<file path="config.mk">
export PLATFORM = sky130hd
export DESIGN_NAME = mtg_queue
export DESIGN_NICKNAME = d
export VERILOG_FILES = /design/src/rtl/core/mtg_pkg.sv /design/src/rtl/core/mtg_queue.sv
export SDC_FILE = /design/constraint.sdc
export NUM_CORES = 1
export LEC_CHECK = 0
export BUFFER_PORTS_ARGS = -buffer_cell sky130_fd_sc_hd__buf_2
export CORE_ASPECT_RATIO = 1.25
export CORE_MARGIN = 3
export CORE_UTILIZATION = 50
export CTS_BUF_LIST = sky130_fd_sc_hd__clkbuf_16
export CTS_CLUSTER_SIZE = 20
export DETAILED_ROUTE_END_ITERATION = 10
export GPL_TIMING_DRIVEN = 0
export HOLD_SLACK_MARGIN = 0.02
export PLACE_DENSITY = 0.82
export SYNTH_ARGS = -nofsm -noshare
export SYNTH_HDL_FRONTEND = slang
export SYNTH_SLANG_ARGS = --single-unit
</file>
<file path="constraint.sdc">
create_clock -name clk -period 5.3 [get_ports clk]
set_clock_uncertainty 0.1 [all_clocks]
set_input_delay 0 -clock clk [delete_from_list [all_inputs] [get_ports clk]]
set_output_delay 0 -clock clk [all_outputs]
set_load 0.02 [all_outputs]
</file>
<file path="src/rtl/core/mtg_pkg.sv">
package mtg_pkg;

    localparam int TABLE_DEPTH_DEF   = 624;
    localparam int MIDDLE_OFFSET_DEF = 397;
    localparam int QUEUE_DEPTH_DEF   = 2;

    localparam logic [31:0] SEED_RESET  = 32'd5489;
    localparam logic [31:0] MATRIX_A    = 32'h9908_B0DF;
    localparam logic [31:0] TEMPER_B    = 32'h9D2C_5680;
    localparam logic [31:0] TEMPER_C    = 32'hEFC6_0000;
    localparam logic [31:0] INIT_MULT   = 32'd1812433253;

    localparam logic [1:0] ACT_RESEED = 2'd0;
    localparam logic [1:0] ACT_DRAW   = 2'd1;
    localparam logic [1:0] ACT_RANGE  = 2'd2;

    localparam logic [1:0] CLS_FIXED  = 2'd0;
    localparam logic [1:0] CLS_RESEED = 2'd1;
    localparam logic [1:0] CLS_DRAW   = 2'd2;
    localparam logic [1:0] CLS_RANGE  = 2'd3;

    typedef struct packed {
        logic [1:0]  action;
        logic [31:0] range_low;
        logic [31:0] range_high;
    } command_t;

    typedef struct packed {
        logic [31:0] value;
        logic        status;
    } result_t;

    typedef struct packed {
        logic [1:0]  cls;
        logic [31:0] base;
        logic [31:0] span;
        logic        status;
    } job_t;

    function automatic logic [31:0] temper(input logic [31:0] x);
        logic [31:0] y;
        y = x ^ (x >> 11);
        y = y ^ ((y << 7) & TEMPER_B);
        y = y ^ ((y << 15) & TEMPER_C);
        y = y ^ (y >> 18);
        return y;
    endfunction

endpackage

</file>
<file path="src/rtl/core/mtg_queue.sv">
module mtg_queue #(
    parameter int DEPTH = mtg_pkg::QUEUE_DEPTH_DEF
) (
    input  logic          clk,
    input  logic          rst_n,
    input  logic          push,
    input  mtg_pkg::job_t push_job,
    input  logic          pop,
    output mtg_pkg::job_t head_job,
    output logic          full,
    output logic          empty
);

    localparam int PW = (DEPTH > 1) ? $clog2(DEPTH) : 1;
    localparam int CW = $clog2(DEPTH + 1);

    mtg_pkg::job_t  slot_reg [DEPTH];
    logic [PW-1:0]  wptr_reg, wptr_next;
    logic [PW-1:0]  rptr_reg, rptr_next;
    logic [CW-1:0]  count_reg, count_next;

    assign full     = (count_reg == CW'(DEPTH));
    assign empty    = (count_reg == '0);
    assign head_job = slot_reg[rptr_reg];

    always_comb
    begin
        wptr_next  = wptr_reg;
        rptr_next  = rptr_reg;
        count_next = count_reg;
        if (push)
        begin
            wptr_next = (wptr_reg == PW'(DEPTH - 1)) ? '0 : wptr_reg + 1'b1;
        end
        if (pop)
        begin
            rptr_next = (rptr_reg == PW'(DEPTH - 1)) ? '0 : rptr_reg + 1'b1;
        end
        if (push && !pop)
        begin
            count_next = count_reg + 1'b1;
        end
        else if (pop && !push)
        begin
            count_next = count_reg - 1'b1;
        end
    end

    always_ff @(posedge clk or negedge rst_n)
    begin
        if (!rst_n)
        begin
            wptr_reg  <= '0;
            rptr_reg  <= '0;
            count_reg <= '0;
        end
        else
        begin
            wptr_reg  <= wptr_next;
            rptr_reg  <= rptr_next;
            count_reg <= count_next;
        end
    end

    always_ff @(posedge clk)
    begin
        if (push)
        begin
            slot_reg[wptr_reg] <= push_job;
        end
    end

    a_no_overflow: assert property (@(posedge clk) disable iff (!rst_n)
        push |-> (!full || pop))
        else $error("queue overflow");

    a_no_underflow: assert property (@(posedge clk) disable iff (!rst_n)
        pop |-> !empty)
        else $error("queue underflow");

endmodule

</file>
==> metrics.txt <==
global placer's final weighted congestion=just under 0.7; Slew Limit Fails=0; Die ar.=approximately 11,000 µm²; largest fanout on the critical path=10; pre-CTS setup slack=approximately 3.6 ns; cell area after layout=about 7300 µm²; met2 WL=5930 µm; Die X=roughly 96 µm; Core Box Area=9810 µm²; root buffer cell=clkbuf_16; synthesis-to-layout area growth=42.5%; fin crit period=approximately 1.8 ns; cell-internal power=0.00264 W; hold slack=around 0.22 ns; clk_lat worst skew=0.41 ns; Mapped Cells=around 230; share of cells above drive strength 1=between 50 and 60%; filler instances=600; Clock Sinks=138; routed wl met3=between 500 and 600 µm; worst reg2reg path depth=1; CTS tree=built; Slowest Stage Delay on Critical Path=approximately 0.33 ns; Seq cells post-synth=about 140; total power=roughly 0.0039 W; All-Layer GR Usage=19.3%; Leak=approximately 2.9 nW; number of global-route vias before repair=about 3.2k; detailed placer's ending HPWL=slightly below 6000 µm; nets=between 500 and 600; IO buf count=roughly 140; max reg flops=between 100 and 150; critical path's slowest cell=dfrtp_1; post-DR wirelength/cell=17.6 µm; kind of critical path=reg2out; WP data arrival=1.68 ns; cell mode on critical path=buf_6; first-pass GRT wire length=between 15,000 and 20,000 µm; cell area after synthesis=between 5000 and 6000 µm²; sequential power share=between 30% and 40%; Antenna Nets Post-Route=0; drt pass-1 iters=4; Tcrit/Tclk final=~34%; Clock Pin Slew Worst Setup and Hold Paths=0.06 ns; synth unique cells=14; sequential area share after synthesis=between 80% and 90%; Fmax=between 0.5 and 0.6 GHz; final WL=roughly 10,000 µm; highest routed layer=met4; # setup viols final=0; Top Ports=140; Comb power frac=~33%; Hold Fails Final Rpt=0; crit end category=primary output; Final WS setup=3.52 ns; die height=about 120 µm; relative max-transition margin=between 30% and 40%; startpoint types=flop; switching share of power=between 30% and 40%; status=finished, final reports clean; Overflow after GRT=0; post-DR vias/cell=between 4 and 5; DRT iter0 DRCs=approximately 160; Vias=roughly 2.9k; Post-Syn Nets=between 200 and 300; syn_area_per_cell=22.7 µm²; antenna violations before repair=0; RSZ-0062 raised after global routing=no; Net Sw Power=approximately 0.0012 W; CTS buffer count=17; max-cap viol count=0; HP Class=in2reg; Row Count=40; Power Density=approximately 530 nW/µm²; Hold Path Stages=2; H-tree depth=4; Metal-1 WL=3840 µm; diode count=0; Peak VDD IR=about 350 µV; Area after DPL=6020 µm²; Worst-Margin Slew=0.927 ns; crit path cell chain=buf_6 -> buf_6 -> buf_8 -> mux2_4 -> buf_2; Synthesis Warnings=0; DRC viols=0; Initial Util=52.1%; Worst Path Required=5.20 ns; Clock power frac=28.1%; Clock Path Buffers=2; largest net degree at the start of global routing=68
worst max-delay path: cells and delay by family, from the launching register on:
| kind | cells | cell delay [ns] |
|---|---|---|
| mux | 1 | 0.31 |
| buf+inv | 4 | 0.63 |
| flops | 1 | 0.33 |
final timing paths:
kind / start / slack, ns / end
worst max-delay path: rptr_reg / 3.52 / head_job[34]
worst min-delay path: push_job[32] / 0.22 / slot_reg[0][32]
max in group asynchronous: rst_n / 4.50 / rptr_reg
worst min register to register: count_reg[1] / 0.42 / count_reg[1]
min in group asynchronous: rst_n / 0.41 / count_reg[0]
worst max register to register: wptr_reg / 3.54 / slot_reg[1][15]
layout make-up:
cell class	count	area (µm²)	area share, %
Buffer	8	72.6	0.996
Clock buffer	17	425	5.84
Clock inverter	15	128	1.75
Inverter	1	3.75	0.0515
Multi-Input combinational cell	78	922	12.7
Sequential cell	138	4120	56.6
Tap cell	126	158	2.16
Timing Repair Buffer	212	1450	20.0
cell usage after synthesis:
| library cell | count | area (µm²) |
|---|---|---|
| and2_1 | 1 | 6.26 |
| buf_2 | 4 | 20.0 |
| buf_6 | 2 | 22.5 |
| buf_8 | 2 | 30.0 |
| dfrtp_1 | 4 | 100 |
| edfxtp_1 | 134 | 4020 |
| ha_1 | 1 | 12.5 |
| inv_1 | 1 | 3.75 |
| mux2_2 | 47 | 529 |
| mux2_4 | 20 | 300 |
| nor2_1 | 2 | 7.51 |
| nor2b_1 | 2 | 12.5 |
| xnor2_1 | 1 | 8.76 |
| xor2_1 | 4 | 35.0 |
metrics by stage:
stage	cells	TNS [ns]	utilization [%]
after global placement	490	-6.38	60.8
after global routing	595	0	74.3
after detailed placement	492	0	61.4
after CTS	595	0	74.3
after floorplan	225	0	-
final	595	0	74.3
placed cells by master (no fill, tap or decap):
cell type,Yosys,layout
clkinv_4,0,2
buf_8,2,2
clkbuf_16,0,17
dlygate4sd3_1,0,71
inv_1,1,2
nor2b_1,2,1
nor2b_4,0,1
xor2_1,4,4
mux2_4,20,20
nor2_1,2,2
dfrtp_1,4,4
clkinvlp_4,0,6
clkinv_1,0,1
inv_6,0,2
and2_4,0,1
buf_12,0,1
buf_6,2,2
ha_1,1,1
edfxtp_1,134,134
xnor2_1,1,1
clkinv_2,0,2
buf_2,4,143
mux2_2,47,47
buf_16,0,1
bufinv_16,0,1
power by group through the flow:
stage / clock network (W) / registers (W) / logic (W)
2_1_floorplan: 0 / 0.00153 / 0.000857
3_3_place_gp: 0 / 0.00154 / 0.00118
3_5_place_dp: 0 / 0.00153 / 0.00122
4_1_cts: 0.00109 / 0.00151 / 0.00127
5_1_grt: 0.00115 / 0.00153 / 0.00134
6_report: 0.00108 / 0.00152 / 0.00126
logic make-up after synthesis:
group / count (synthesis) / synth area share [%]
fa+ha+maj: 1 / 0.245
simple gates: 5 / 0.514
mux: 67 / 16.2
xor+xnor: 5 / 0.857
flops: 138 / 80.7
buf+inv: 9 / 1.49
routing by layer:
layer / vias up / global-route usage, %
li1: 1356 / -
met1: 1448 / 21.2
met2: 105 / 34.4
met3: 15 / 6.00
met4: 0 / 7.19
met5: - / 0
timing repair:
item	CTS	global route
buffers inserted	0	0
gates resized for setup	0	0
endpoints found under the hold margin	152	0
hold buffers	71	0
Note: power is estimated with default switching activity, not from simulation.
