==> src/rtl/core/mtg_pkg.sv <==
package mtg_pkg;

    localparam int TABLE_DEPTH_DEF   = 624;
    localparam int MIDDLE_OFFSET_DEF = 397;
    localparam int QUEUE_DEPTH_DEF   = 2;

    localparam logic [31:0] SEED_RESET  = 32'd5489;
    localparam logic [31:0] MATRIX_A    = 32'h9908_B0DF;
    localparam logic [31:0] TEMPER_B    = 32'h9D2C_5680;
    localparam logic [31:0] TEMPER_C    = 32'hEFC6_0000;
    localparam logic [31:0] INIT_MULT   = 32'd1812433253;

    localparam logic [1:0] ACT_RESEED = 2'd0;
    localparam logic [1:0] ACT_DRAW   = 2'd1;
    localparam logic [1:0] ACT_RANGE  = 2'd2;

    localparam logic [1:0] CLS_FIXED  = 2'd0;
    localparam logic [1:0] CLS_RESEED = 2'd1;
    localparam logic [1:0] CLS_DRAW   = 2'd2;
    localparam logic [1:0] CLS_RANGE  = 2'd3;

    typedef struct packed {
        logic [1:0]  action;
        logic [31:0] range_low;
        logic [31:0] range_high;
    } command_t;

    typedef struct packed {
        logic [31:0] value;
        logic        status;
    } result_t;

    typedef struct packed {
        logic [1:0]  cls;
        logic [31:0] base;
        logic [31:0] span;
        logic        status;
    } job_t;

    function automatic logic [31:0] temper(input logic [31:0] x);
        logic [31:0] y;
        y = x ^ (x >> 11);
        y = y ^ ((y << 7) & TEMPER_B);
        y = y ^ ((y << 15) & TEMPER_C);
        y = y ^ (y >> 18);
        return y;
    endfunction

endpackage

==> src/rtl/core/mtg_front.sv <==
module mtg_front (
    input  logic              clk,
    input  logic              rst_n,
    input  logic              start,
    output logic              busy,
    input  mtg_pkg::command_t command,
    input  logic              cfg_valid,
    output logic              cfg_ready,
    input  logic [31:0]       cfg_data,
    input  logic              queue_full,
    output logic              push,
    output mtg_pkg::job_t     push_job,
    output logic [31:0]       seed
);

    logic [31:0] seed_reg;

    assign cfg_ready = 1'b1;
    assign busy      = queue_full;
    assign push      = start && !queue_full;
    assign seed      = seed_reg;

    always_ff @(posedge clk or negedge rst_n)
    begin
        if (!rst_n)
        begin
            seed_reg <= mtg_pkg::SEED_RESET;
        end
        else if (cfg_valid && cfg_ready)
        begin
            seed_reg <= cfg_data;
        end
    end

    always_comb
    begin
        push_job.cls    = mtg_pkg::CLS_FIXED;
        push_job.base   = '0;
        push_job.span   = '0;
        push_job.status = 1'b0;
        case (command.action)
            mtg_pkg::ACT_RESEED:
            begin
                push_job.cls = mtg_pkg::CLS_RESEED;
            end
            mtg_pkg::ACT_DRAW:
            begin
                push_job.cls = mtg_pkg::CLS_DRAW;
            end
            mtg_pkg::ACT_RANGE:
            begin
                if (command.range_low > command.range_high)
                begin
                    push_job.base   = '1;
                    push_job.status = 1'b1;
                end
                else if (command.range_high == '0)
                begin
                    push_job.base = command.range_low;
                end
                else
                begin
                    push_job.cls  = mtg_pkg::CLS_RANGE;
                    push_job.base = command.range_low;
                    push_job.span = command.range_high - command.range_low + 32'd1;
                end
            end
            default:
            begin
                push_job.cls = mtg_pkg::CLS_FIXED;
            end
        endcase
    end

endmodule

==> config.mk <==
export PLATFORM = sky130hd
export DESIGN_NAME = mtg_front
export DESIGN_NICKNAME = d
export VERILOG_FILES = /design/src/rtl/core/mtg_pkg.sv /design/src/rtl/core/mtg_front.sv
export SDC_FILE = /design/constraint.sdc
export NUM_CORES = 1
export LEC_CHECK = 0
export BUFFER_PORTS_ARGS = -buffer_cell sky130_fd_sc_hd__buf_2
export CORE_AREA = 2 2 119 121
export DETAILED_ROUTE_END_ITERATION = 7
export DIE_AREA = 0 0 121 123
export PLACE_DENSITY = 0.63
export SLEW_MARGIN = 0
export SYNTH_ARGS = -nofsm -noshare
export SYNTH_HDL_FRONTEND = slang
export SYNTH_SLANG_ARGS = --single-unit
==> constraint.sdc <==
create_clock -name clk -period 6.29 [get_ports clk]
set_clock_uncertainty 0.2 [all_clocks]
set_input_delay 0.629 -clock clk [delete_from_list [all_inputs] [get_ports clk]]
set_output_delay 0.629 -clock clk [all_outputs]
set_load 0.005 [all_outputs]
==> flow_summary.json, run 1 <==
{
  "outcome": "finished clean",
  "yosysSeqAreaShare_pct": 17.21,
  "diodes": 0,
  "r2r_slack_ns": 5.34,
  "regToRegStartpoint": "seed[28]",
  "maxCapViolCount": 0,
  "yosys.cell_types.count": 61,
  "rsz0062_at_grt": "false",
  "syn-num-nets": 774,
  "max_slew_margin_pct": 49.16,
  "hold_viol_final": 0,
  "cts_resized": 0,
  "holdWs_ns": 0.1881,
  "synth-seq-cells": 32,
  "critical_path.startpoint": "command[1]",
  "wl_per_cell_microns": 15.04,
  "avgSynthCellArea_sq_um": 8.151,
  "clk_path_buf_depth": 2,
  "cp-end-kind": "output pin",
  "power_mw": 0.9616,
  "fmax_mhz": 226.3,
  "yosys.area.top_type": "ha_1",
  "hpwl_microns": 12090,
  "dieArea_sq_um": 14880,
  "p_per_area_nw_per_um2": 160.5,
  "crit_chain": "buf_2 > inv_1 > ha_1 > inv_1 > ha_1 > inv_1 > fa_1 > nand2b_1 > a211oi_1 > o21ai_0 > nand2_1 > a31oi_1 > o31ai_1 > mux2i_1 > buf_2",
  "drc_errors": 0,
  "max_stage_delay_ns": 0.39,
  "ctsHoldBuffers": 0,
  "critPathCapture": "push_job[32]",
  "largest_reg_flops": 32,
  "reg2reg_depth": 1,
  "drt-pass1-iter-count": 4,
  "gp_congestion": 0.8815,
  "leakage_nw": 3.352,
  "cts_root_buffer": "clkbuf_16",
  "cts_tree": "yes",
  "final-setup-viol-count": 0,
  "post_cts_buffers": 0,
  "finalSetupTns_ns": 0,
  "cp_common_cell": "inv_1",
  "r2r-end": "seed[28]",
  "irDropWorstVdd_mv": 0.1948,
  "ys.flop_type": "dfrtp_1",
  "die-width_microns": 121,
  "antenna_found_initial": 0,
  "path_max_fanout": 4,
  "drive_gt1_share_pct": 33.94,
  "htree_levels": 2,
  "critPathLaunchType": "primary input",
  "io_pins": 205,
  "vias_per_cell": 5.112,
  "synth_warnings": 0,
  "grtUsageTotal_pct": 18.55,
  "fin_ws_ns": 1.872,
  "async_flop_share_pct": 100.0,
  "fin_area_sq_um": 5993,
  "yosys-top-cells-area": "ha_1, dfrtp_1, a21oi_1, mux2_2, inv_1",
  "start_util_pct": 34.55,
  "area_growth_pct": 27.43,
  "slew_violations": 0,
  "cts_buffers": 5,
  "hp-class": "in2async",
  "port_buffers": 203,
  "synth_top_area_share_pct": 24.74,
  "grt_max_degree": 42,
  "pre_cts_ws_ns": 1.833,
  "first_global_vias": 4496,
  "dpl_cell_area_sq_um": 5844,
  "worstPathArrival_ns": 3.59,
  "drtIter0Drc": 230,
  "slowest_stage": "fa_1",
  "synthCells": 577,
  "cp.required_ns": 5.46,
  "clock_latency_ns": 0.27,
  "final_antenna_net_count": 0,
  "rows": 43,
  "path_clk_slew_ns": 0.06,
  "syn_area_sq_um": 4703,
  "clock_sinks": 32,
  "core_area_sq_um": 13610,
  "synth_edf_count": 0,
  "layout.nets": 965,
  "path_class": "in2out",
  "vias": 4851,
  "routed_wl_microns": 14280,
  "period_needed_ns": 4.418,
  "grt_pass1_wl_microns": 22470,
  "overflow": 0,
  "worstMarginPinSlew_ns": 0.7598,
  "post-route-period-util_pct": 70.24,
  "chipHeight_microns": 123
}
[cells in the final DEF, fill, tap and decap left out, types with 3 or more instances in the layout]
cell type | synthesis | routed
inv_1 | 77 | 77
dfstp_2 | 7 | 7
nand3b_1 | 3 | 3
nand4_1 | 16 | 16
nor2b_1 | 5 | 5
clkbuf_16 | 0 | 5
o21ai_0 | 19 | 19
dfrtp_1 | 25 | 25
a21oi_1 | 74 | 74
xnor2_1 | 11 | 11
nand2_1 | 29 | 29
o211ai_1 | 5 | 5
and3_1 | 8 | 8
o31ai_1 | 5 | 5
xor2_1 | 11 | 11
a31oi_1 | 3 | 3
nor2_1 | 40 | 40
a211oi_1 | 3 | 3
nand3_1 | 11 | 11
a21o_1 | 18 | 18
ha_1 | 93 | 93
buf_2 | 2 | 203
mux2i_1 | 4 | 4
o21bai_1 | 6 | 6
nand2b_1 | 4 | 4
nor4_1 | 8 | 8
mux2_2 | 32 | 32
nor3_1 | 3 | 3
[critical path: cells and delay by family]
kind | cells | cell delay [ns]
compound gates | 4 | 1.06
simple gates | 2 | 0.33
mux | 1 | 0.26
buf+inv | 5 | 0.42
fa+ha+maj | 3 | 0.89
[per-stage QoR]
| stage | cells | utilization [%] |
|---|---|---|
| detailed placement | 941 | 42.94 |
| finish | 949 | 44.03 |
| global route | 949 | 44.03 |
| floorplan | 577 | - |
| global placement | 941 | 42.94 |
| CTS | 949 | 44.03 |
[routing by layer]
metal / track usage, % / part of all wire [%]
met5: 0 / 0
met4: 3.561 / 1.2
met3: 3.090 / 6.2
met2: 31.53 / 47
met1: 24.94 / 45
[how the worst min path moves through the flow]
| stage | slack [ns] | to | start | cells after the start |
|---|---|---|---|---|
| 5_1_grt | 0.25 | seed[30] | rst_n | 1 |
| 6_report | 0.19 | seed[30] | rst_n | 1 |
| 2_1_floorplan | 0.13 | seed[11] | rst_n | 0 |
| 3_3_place_gp | 0.28 | seed[21] | seed[21] | 1 |
| 4_1_cts | 0.22 | seed[1] | rst_n | 1 |
| 3_5_place_dp | 0.29 | seed[15] | seed[15] | 1 |
[cells in the mapped netlist, types with 2 or more instances]
master    instances
xor2_1           11
a211oi_1          3
nand2_1          29
a21boi_0          2
a21o_1           18
nor4_1            8
a21oi_1          74
nand3_1          11
buf_4             3
clkbuf_1         10
buf_6             3
nor3b_1           2
o21bai_1          6
o21a_1            2
nor2_1           40
buf_1             3
a31oi_1           3
xnor2_1          11
mux2i_1           4
nand2b_1          4
and3_1            8
ha_1             93
nor3_1            3
nand4_1          16
a311oi_1          2
and4_1            2
nand3b_1          3
o21ai_0          19
a211o_1           2
inv_1            77
dfstp_2           7
mux2_2           32
o31ai_1           5
dfrtp_1          25
nor2b_1           5
buf_2             2
o211ai_1          5
[cell type report]
class	instances	area, sq um
fillers	1417	7619
multi-input cells	447	3490
repair buffers	205	1031
flip-flops and latches	32	809.5
inverters	77	289.0
well taps	180	225.2
clock buffers	5	125.1
clock inverters	3	23.77
[cells by family (layout without fill, tap and decap cells)]
family                     after synthesis  after routing  share of synthesized area, %
AOI/OAI and AO/OA                      158            158                         21.60
other                                    1              1                       0.07973
xor gates and xnor gates                22             22                         4.097
muxes                                   36             36                         8.513
buffers and inverters                   98            290                         8.593
adders and majority gates               94             94                         25.17
DFF                                     32             32                         17.21
and+or+nand+nor                        136            136                         14.74
[power by group]
| group | internal, mW | switching (mW) |
|---|---|---|
| registers | 0.230 | 0.00979 |
| clock network | 0.147 | 0.0927 |
| logic | 0.209 | 0.273 |
| total | 0.586 | 0.375 |
Power figures use the tool's default switching activity.
==> inputs of run 2 (changes only) <==
--- a/config.mk
+++ b/config.mk
@@ -5,11 +5,12 @@
 export SDC_FILE = /design/constraint.sdc
 export NUM_CORES = 1
 export LEC_CHECK = 0
+export ABC_AREA = 1
 export BUFFER_PORTS_ARGS = -buffer_cell sky130_fd_sc_hd__buf_2
-export CORE_AREA = 2 2 119 121
+export CORE_AREA = 2 2 125 127
 export DETAILED_ROUTE_END_ITERATION = 7
-export DIE_AREA = 0 0 121 123
-export PLACE_DENSITY = 0.63
+export DIE_AREA = 0 0 127 129
+export PLACE_DENSITY = 0.61
 export SLEW_MARGIN = 0
 export SYNTH_ARGS = -nofsm -noshare
 export SYNTH_HDL_FRONTEND = slang
==> constraint.sdc (replaced) <==
create_clock -name clk -period 4.4 [get_ports clk]
set_clock_uncertainty 0.2 [all_clocks]
set_input_delay 0.44 -clock clk [delete_from_list [all_inputs] [get_ports clk]]
set_output_delay 0.44 -clock clk [all_outputs]
set_load 0.005 [all_outputs]
==> flow_summary.json, run 2 <==
{
  "synth_top_cells_by_count": "nand2_1, inv_1, ha_1",
  "ys.flop_type": "dfrtp_1",
  "grtUsageTotal_pct": 19.50,
  "rows": 45,
  "p_per_area_nw_per_um2": 226.9,
  "overflow": 0,
  "synth_fa_ha_area_share_pct": 22.78,
  "layout_commonest_cell": "buf_2",
  "synth_warnings": 0,
  "synthMostInstantiatedCell": "nand2_1",
  "yosys.area.top_type": "ha_1",
  "synth_top_family_by_area": "simple AND/OR/NAND/NOR gates",
  "hpwl_microns": 14570,
  "worstMarginPinSlew_ns": 1.032,
  "hp-class": "in2async",
  "holdWs_ns": -0.003318,
  "path_max_fanout": 3,
  "layout.nets": 1178,
  "yosys-top-cells-area": "ha_1, nand2_1, dfrtp_1, inv_1, mux2_2",
  "grt_pass1_wl_microns": 25570,
  "cts_tree": "yes",
  "ctsHoldBuffers": 0,
  "synthXorXnorAreaFrac_pct": 3.203,
  "largest_reg_flops": 32,
  "clock_latency_ns": 0.28,
  "crit_chain": "buf_2 > inv_1 > ha_1 > inv_1 > ha_1 > inv_1 > fa_1 > nor2_1 > o21ai_0 > nand2_1 > nand2_1 > nand2_1 > nand3b_1 > nand3_1 > nand2_1 > nor2_2 > buf_2",
  "path_clk_slew_ns": 0.05,
  "yosysSeqAreaShare_pct": 15.58,
  "port_buffers": 203,
  "synth-seq-cells": 32,
  "diodes": 0,
  "synth_compound_area_share_pct": 9.104,
  "grt_max_degree": 35,
  "path_class": "in2out",
  "worstPathArrival_ns": 2.80,
  "max_slew_margin_pct": 31.12,
  "clock_sinks": 32,
  "wl_per_cell_microns": 14.14,
  "period_needed_ns": 3.441,
  "leakage_nw": 3.886,
  "p_int_mw": 0.8958,
  "share_comb_of_total_power_pct": 50.3,
  "final_antenna_net_count": 0,
  "io_pins": 205,
  "maxCapViolCount": 0,
  "synth_edf_count": 0,
  "drc_errors": 0,
  "p_switching_mw": 0.5864,
  "cts_resized": 0,
  "cts_root_buffer": "clkbuf_16",
  "critPathLaunchType": "primary input",
  "final-setup-viol-count": 0,
  "post-route-period-util_pct": 78.20,
  "hold_viol_final": 3,
  "drive_gt1_share_pct": 29.33,
  "drtIter0Drc": 251,
  "clockPowerShare_pct": 26.5,
  "first_global_vias": 5382,
  "gp_congestion": 0.9240,
  "chipHeight_microns": 129,
  "start_util_pct": 34.69,
  "synth_top_area_share_pct": 22.40,
  "synthSimpleGateAreaFrac_pct": 29.82,
  "syn-num-nets": 982,
  "cp-end-kind": "output pin",
  "vias_per_cell": 4.777,
  "synthCells": 785,
  "cp.required_ns": 3.76,
  "syn_area_sq_um": 5195,
  "power_mw": 1.482,
  "clk_path_buf_depth": 2,
  "p_sw_share_pct": 39.56,
  "area_growth_pct": 25.72,
  "cts_buffers": 5,
  "finalSetupTns_ns": 0,
  "crit_family": "adder cells",
  "vias": 5589,
  "core_area_sq_um": 14980,
  "final_cell_mix": "buf_2, nand2_1, inv_1, ha_1, nor2_1",
  "async_flop_share_pct": 100.0,
  "avgSynthCellArea_sq_um": 6.618,
  "cp_common_cell": "nand2_1",
  "die-width_microns": 127,
  "routed_wl_microns": 16550,
  "outcome": "complete, but fails checks",
  "muxShareOfSynthArea_pct": 6.936,
  "fmax_mhz": 290.6,
  "r2r_slack_ns": 3.44,
  "slew_violations": 0,
  "htree_levels": 2,
  "rsz0062_at_grt": "false",
  "slowest_stage": "fa_1",
  "dieArea_sq_um": 16380,
  "post_cts_buffers": 0,
  "max_stage_delay_ns": 0.45,
  "antenna_found_initial": 3,
  "violations": "negative hold slack",
  "seqPwrFrac_pct": 23.2,
  "irDropWorstVdd_mv": 0.4125,
  "drt-pass1-iter-count": 5,
  "cp_num_buf_inv": 5,
  "yosys.cell_types.count": 34
}
[run 2: path summary, 6_finish.rpt]
kind                             startpoint            to  depth (start not counted)
worst max-delay path             command[1]  push_job[30]                         17
worst min-delay path                  rst_n       seed[7]                          1
worst max register to register     seed[25]      seed[25]                          1
worst min register to register     seed[16]      seed[16]                          1
max in group asynchronous             rst_n      seed[16]                          1
min in group clk                cfg_data[1]       seed[1]                          2
[run 2: cells by family after synthesis]
| kind of cell | after synthesis |
|---|---|
| AO/OA/AOI/OAI | 90 |
| XOR/XNOR | 19 |
| adder cells (fa/ha/maj) | 94 |
| buffers and inverters | 164 |
| flip-flops | 32 |
| multiplexers | 32 |
| other | 1 |
| AND/OR/NAND/NOR | 353 |
[run 2: power groups by stage]
stage,Sequential [mW],Combinational [mW],Clock [mW]
3_3_place_gp,0.347,0.745,0
2_1_floorplan,0.350,0.484,0
3_5_place_dp,0.348,0.745,0
4_1_cts,0.344,0.748,0.401
5_1_grt,0.348,0.838,0.411
6_report,0.344,0.746,0.392
[run 2: metal layers]
metal  routed length, microns  vias up  part of all wire [%]  global-route usage (%)
met5                       17        -                  0.10                       0
met4                      247        2                   1.5                   4.783
met3                     1453       16                   8.8                   5.613
met2                     7867      172                    48                   34.76
met1                     6960     2530                    42                   23.20
li1                         -     2869                     -                       -
[run 2: cell type report]
type | count | area [sq um]
fillers | 1666 | 8446
multi-input cells | 589 | 3736
repair buffers | 204 | 1023
flip-flops and latches | 32 | 809.5
inverters | 149 | 559.3
well taps | 188 | 235.2
clock buffers | 5 | 125.1
clock inverters | 3 | 42.54
[run 2: metrics by stage]
stage | hold WS [ns] | setup WS, ns | utilization, % | area, sq um | std cells
3_5_place_dp | 0.2894 | 0.9648 | 42.49 | 6364 | 1162
3_3_place_gp | 0.2870 | 1.020 | 42.49 | 6364 | 1162
5_1_grt | 0.05483 | 0.7007 | 43.61 | 6531 | 1170
6_report | -0.003318 | 0.9590 | 43.61 | 6531 | 1170
4_1_cts | 0.01827 | 0.9575 | 43.61 | 6531 | 1170
2_1_floorplan | -0.05559 | 1.482 | - | 5195 | 785
==> inputs of run 3 (changes only) <==
--- a/config.mk
+++ b/config.mk
@@ -5,12 +5,12 @@
 export SDC_FILE = /design/constraint.sdc
 export NUM_CORES = 1
 export LEC_CHECK = 0
-export ABC_AREA = 1
+export ABC_AREA = 0
 export BUFFER_PORTS_ARGS = -buffer_cell sky130_fd_sc_hd__buf_2
-export CORE_AREA = 2 2 125 127
+export CORE_AREA = 2 2 119 121
 export DETAILED_ROUTE_END_ITERATION = 7
-export DIE_AREA = 0 0 127 129
-export PLACE_DENSITY = 0.61
+export DIE_AREA = 0 0 121 123
+export PLACE_DENSITY = 0.63
 export SLEW_MARGIN = 0
 export SYNTH_ARGS = -nofsm -noshare
 export SYNTH_HDL_FRONTEND = slang
==> constraint.sdc (replaced) <==
create_clock -name clk -period 3.45 [get_ports clk]
set_clock_uncertainty 0.2 [all_clocks]
set_input_delay 0.345 -clock clk [delete_from_list [all_inputs] [get_ports clk]]
set_output_delay 0.345 -clock clk [all_outputs]
set_load 0.005 [all_outputs]
==> flow_summary.json, run 3 (synthesized netlist as in run 1, its figures left out) <==
{
  "outcome": "finished clean",
  "io_pins": 205,
  "highest_layer": "met4",
  "cts_tree": "yes",
  "clock_sinks": 32,
  "gp_congestion": 0.9297,
  "crit_chain": "buf_8 > inv_6 > buf_6 > ha_4 > inv_2 > ha_4 > a211o_1 > a211oi_4 > o41ai_4 > a41oi_2 > nand2b_1 > a311oi_2 > mux2i_1 > buf_2",
  "fin_ws_ns": 0.001483,
  "hold_viol_final": 0,
  "dieArea_sq_um": 14880,
  "core_area_sq_um": 13610,
  "fmax_mhz": 290.0,
  "chipHeight_microns": 123,
  "antenna_found_initial": 0,
  "clock_latency_ns": 0.27,
  "met1_length_microns": 6938,
  "crit_family": "compound AO/OA/AOI/OAI gates",
  "leakage_nw": 3.740,
  "die-width_microns": 121,
  "cp.depth": 14,
  "r2r-end": "seed[14]",
  "path_class": "in2out",
  "finalSetupTns_ns": 0,
  "port_buffers": 203,
  "cp-end-kind": "output pin",
  "drive_gt1_share_pct": 44.75,
  "wl_met3_microns": 939,
  "cp.required_ns": 2.90,
  "regToRegStartpoint": "seed[14]",
  "diodes": 0,
  "hold_path_startpoint": "cfg_data[3]",
  "worstPathArrival_ns": 2.90,
  "grt_pass1_wl_microns": 23870,
  "irDropWorstVdd_mv": 0.3771,
  "path_max_fanout": 2,
  "slew_violations": 0,
  "overflow": 0,
  "rsz0062_at_grt": "true",
  "vias_per_cell": 5.066,
  "drt-pass1-iter-count": 5,
  "vias": 5157,
  "final_cell_mix": "buf_2, ha_1, inv_1, a21oi_1, buf_4",
  "slowest_stage": "a211o_1",
  "cts_root_buffer": "clkbuf_16",
  "critPathLaunchType": "primary input",
  "r2r_slack_ns": 2.46,
  "layout_commonest_cell": "buf_2",
  "reg2reg_depth": 1,
  "hold_path_depth": 2,
  "wl_per_cell_microns": 15.57,
  "drtIter0Drc": 193,
  "maxCapViolCount": 0,
  "clk_path_buf_depth": 2,
  "final_antenna_net_count": 0,
  "hpwl_microns": 12900,
  "post-route-period-util_pct": 99.96,
  "max_stage_delay_ns": 0.34,
  "grtUsageTotal_pct": 19.74,
  "p_per_area_nw_per_um2": 285.8,
  "power_mw": 1.980,
  "htree_levels": 2,
  "area_growth_pct": 47.30,
  "first_global_vias": 4841,
  "post-place-cells": 995,
  "hold_end": "seed[3]",
  "cts_buffers": 5,
  "largest_reg_flops": 32,
  "max_slew_margin_pct": 40.67,
  "drc_errors": 0,
  "path_clk_slew_ns": 0.05,
  "cp_num_buf_inv": 5,
  "holdWs_ns": 0.1012,
  "period_needed_ns": 3.449,
  "pre_cts_ws_ns": -0.2289,
  "final-setup-viol-count": 0,
  "rows": 43,
  "start_util_pct": 34.55,
  "final_cells": 1018,
  "routed_wl_microns": 15850,
  "cp_common_cell": "ha_4",
  "layout.nets": 1034,
  "worstMarginPinSlew_ns": 0.8867,
  "dr_wl_met2_microns": 7825,
  "hp-class": "in2reg",
  "grt_max_degree": 33
}
run 3: cell count changes in the layout (fill, tap and decap cells not counted), sizes merged, moves of 6 or more:
| cell | change |
|---|---|
| a21oi | +9 |
| nand2 | -151 |
| or2 | -6 |
| inv | -72 |
| buf | +69 |
| a21o | +17 |
| o21ai | +6 |
| and3 | +8 |
| nand3 | -22 |
| xor2 | +8 |
| nor2 | -60 |
run 3: worst max path at each step:
| stage | from | end | slack [ns] |
|---|---|---|---|
| 3_5_place_dp | command[1] | push_job[22] | -0.23 |
| 2_1_floorplan | command[1] | push_job[32] | 0.16 |
| 3_3_place_gp | command[1] | push_job[22] | -0.23 |
| 6_report | command[1] | push_job[31] | 0.001 |
| 5_1_grt | command[3] | push_job[30] | -0.07 |
| 4_1_cts | command[1] | push_job[31] | 0.01 |
run 3: power breakdown:
part | leakage (nW) | switching (mW) | internal [mW]
clock | 0.0701 | 0.155 | 0.287
combinational | 3.30 | 0.579 | 0.521
sequential | 0.366 | 0.0182 | 0.420
run 3: timing repair:
action	CTS	global route
endpoints found under the setup margin	20	19
hold endpoints to repair	25	0
pin swaps	8	25
resized for setup	12	61
hold buffers	1	0
buffers inserted	1	13
run 3: cell type report:
class,instances,area (sq um)
tap,180,225.2
multi-input combinational,447,3834
timing repair buffer,274,1615
clock inverter,1,7.507
inverter,77,294.0
fill,1314,6684
sequential,32,809.5
clock buffer,7,142.6
run 3: through the flow:
stage | utilization (%) | area, sq um
CTS | 47.73 | 6496
detailed placement | 46.01 | 6262
global placement | 46.01 | 6262
floorplan | - | 4703
global route | 50.90 | 6928
finish | 50.90 | 6928
run 3: per-layer routing:
metal  up-vias  GRT usage, %
met5         -             0
met4         0         2.762
met3        16         2.721
met2       162         35.96
met1      2416         25.34
li1       2563             -
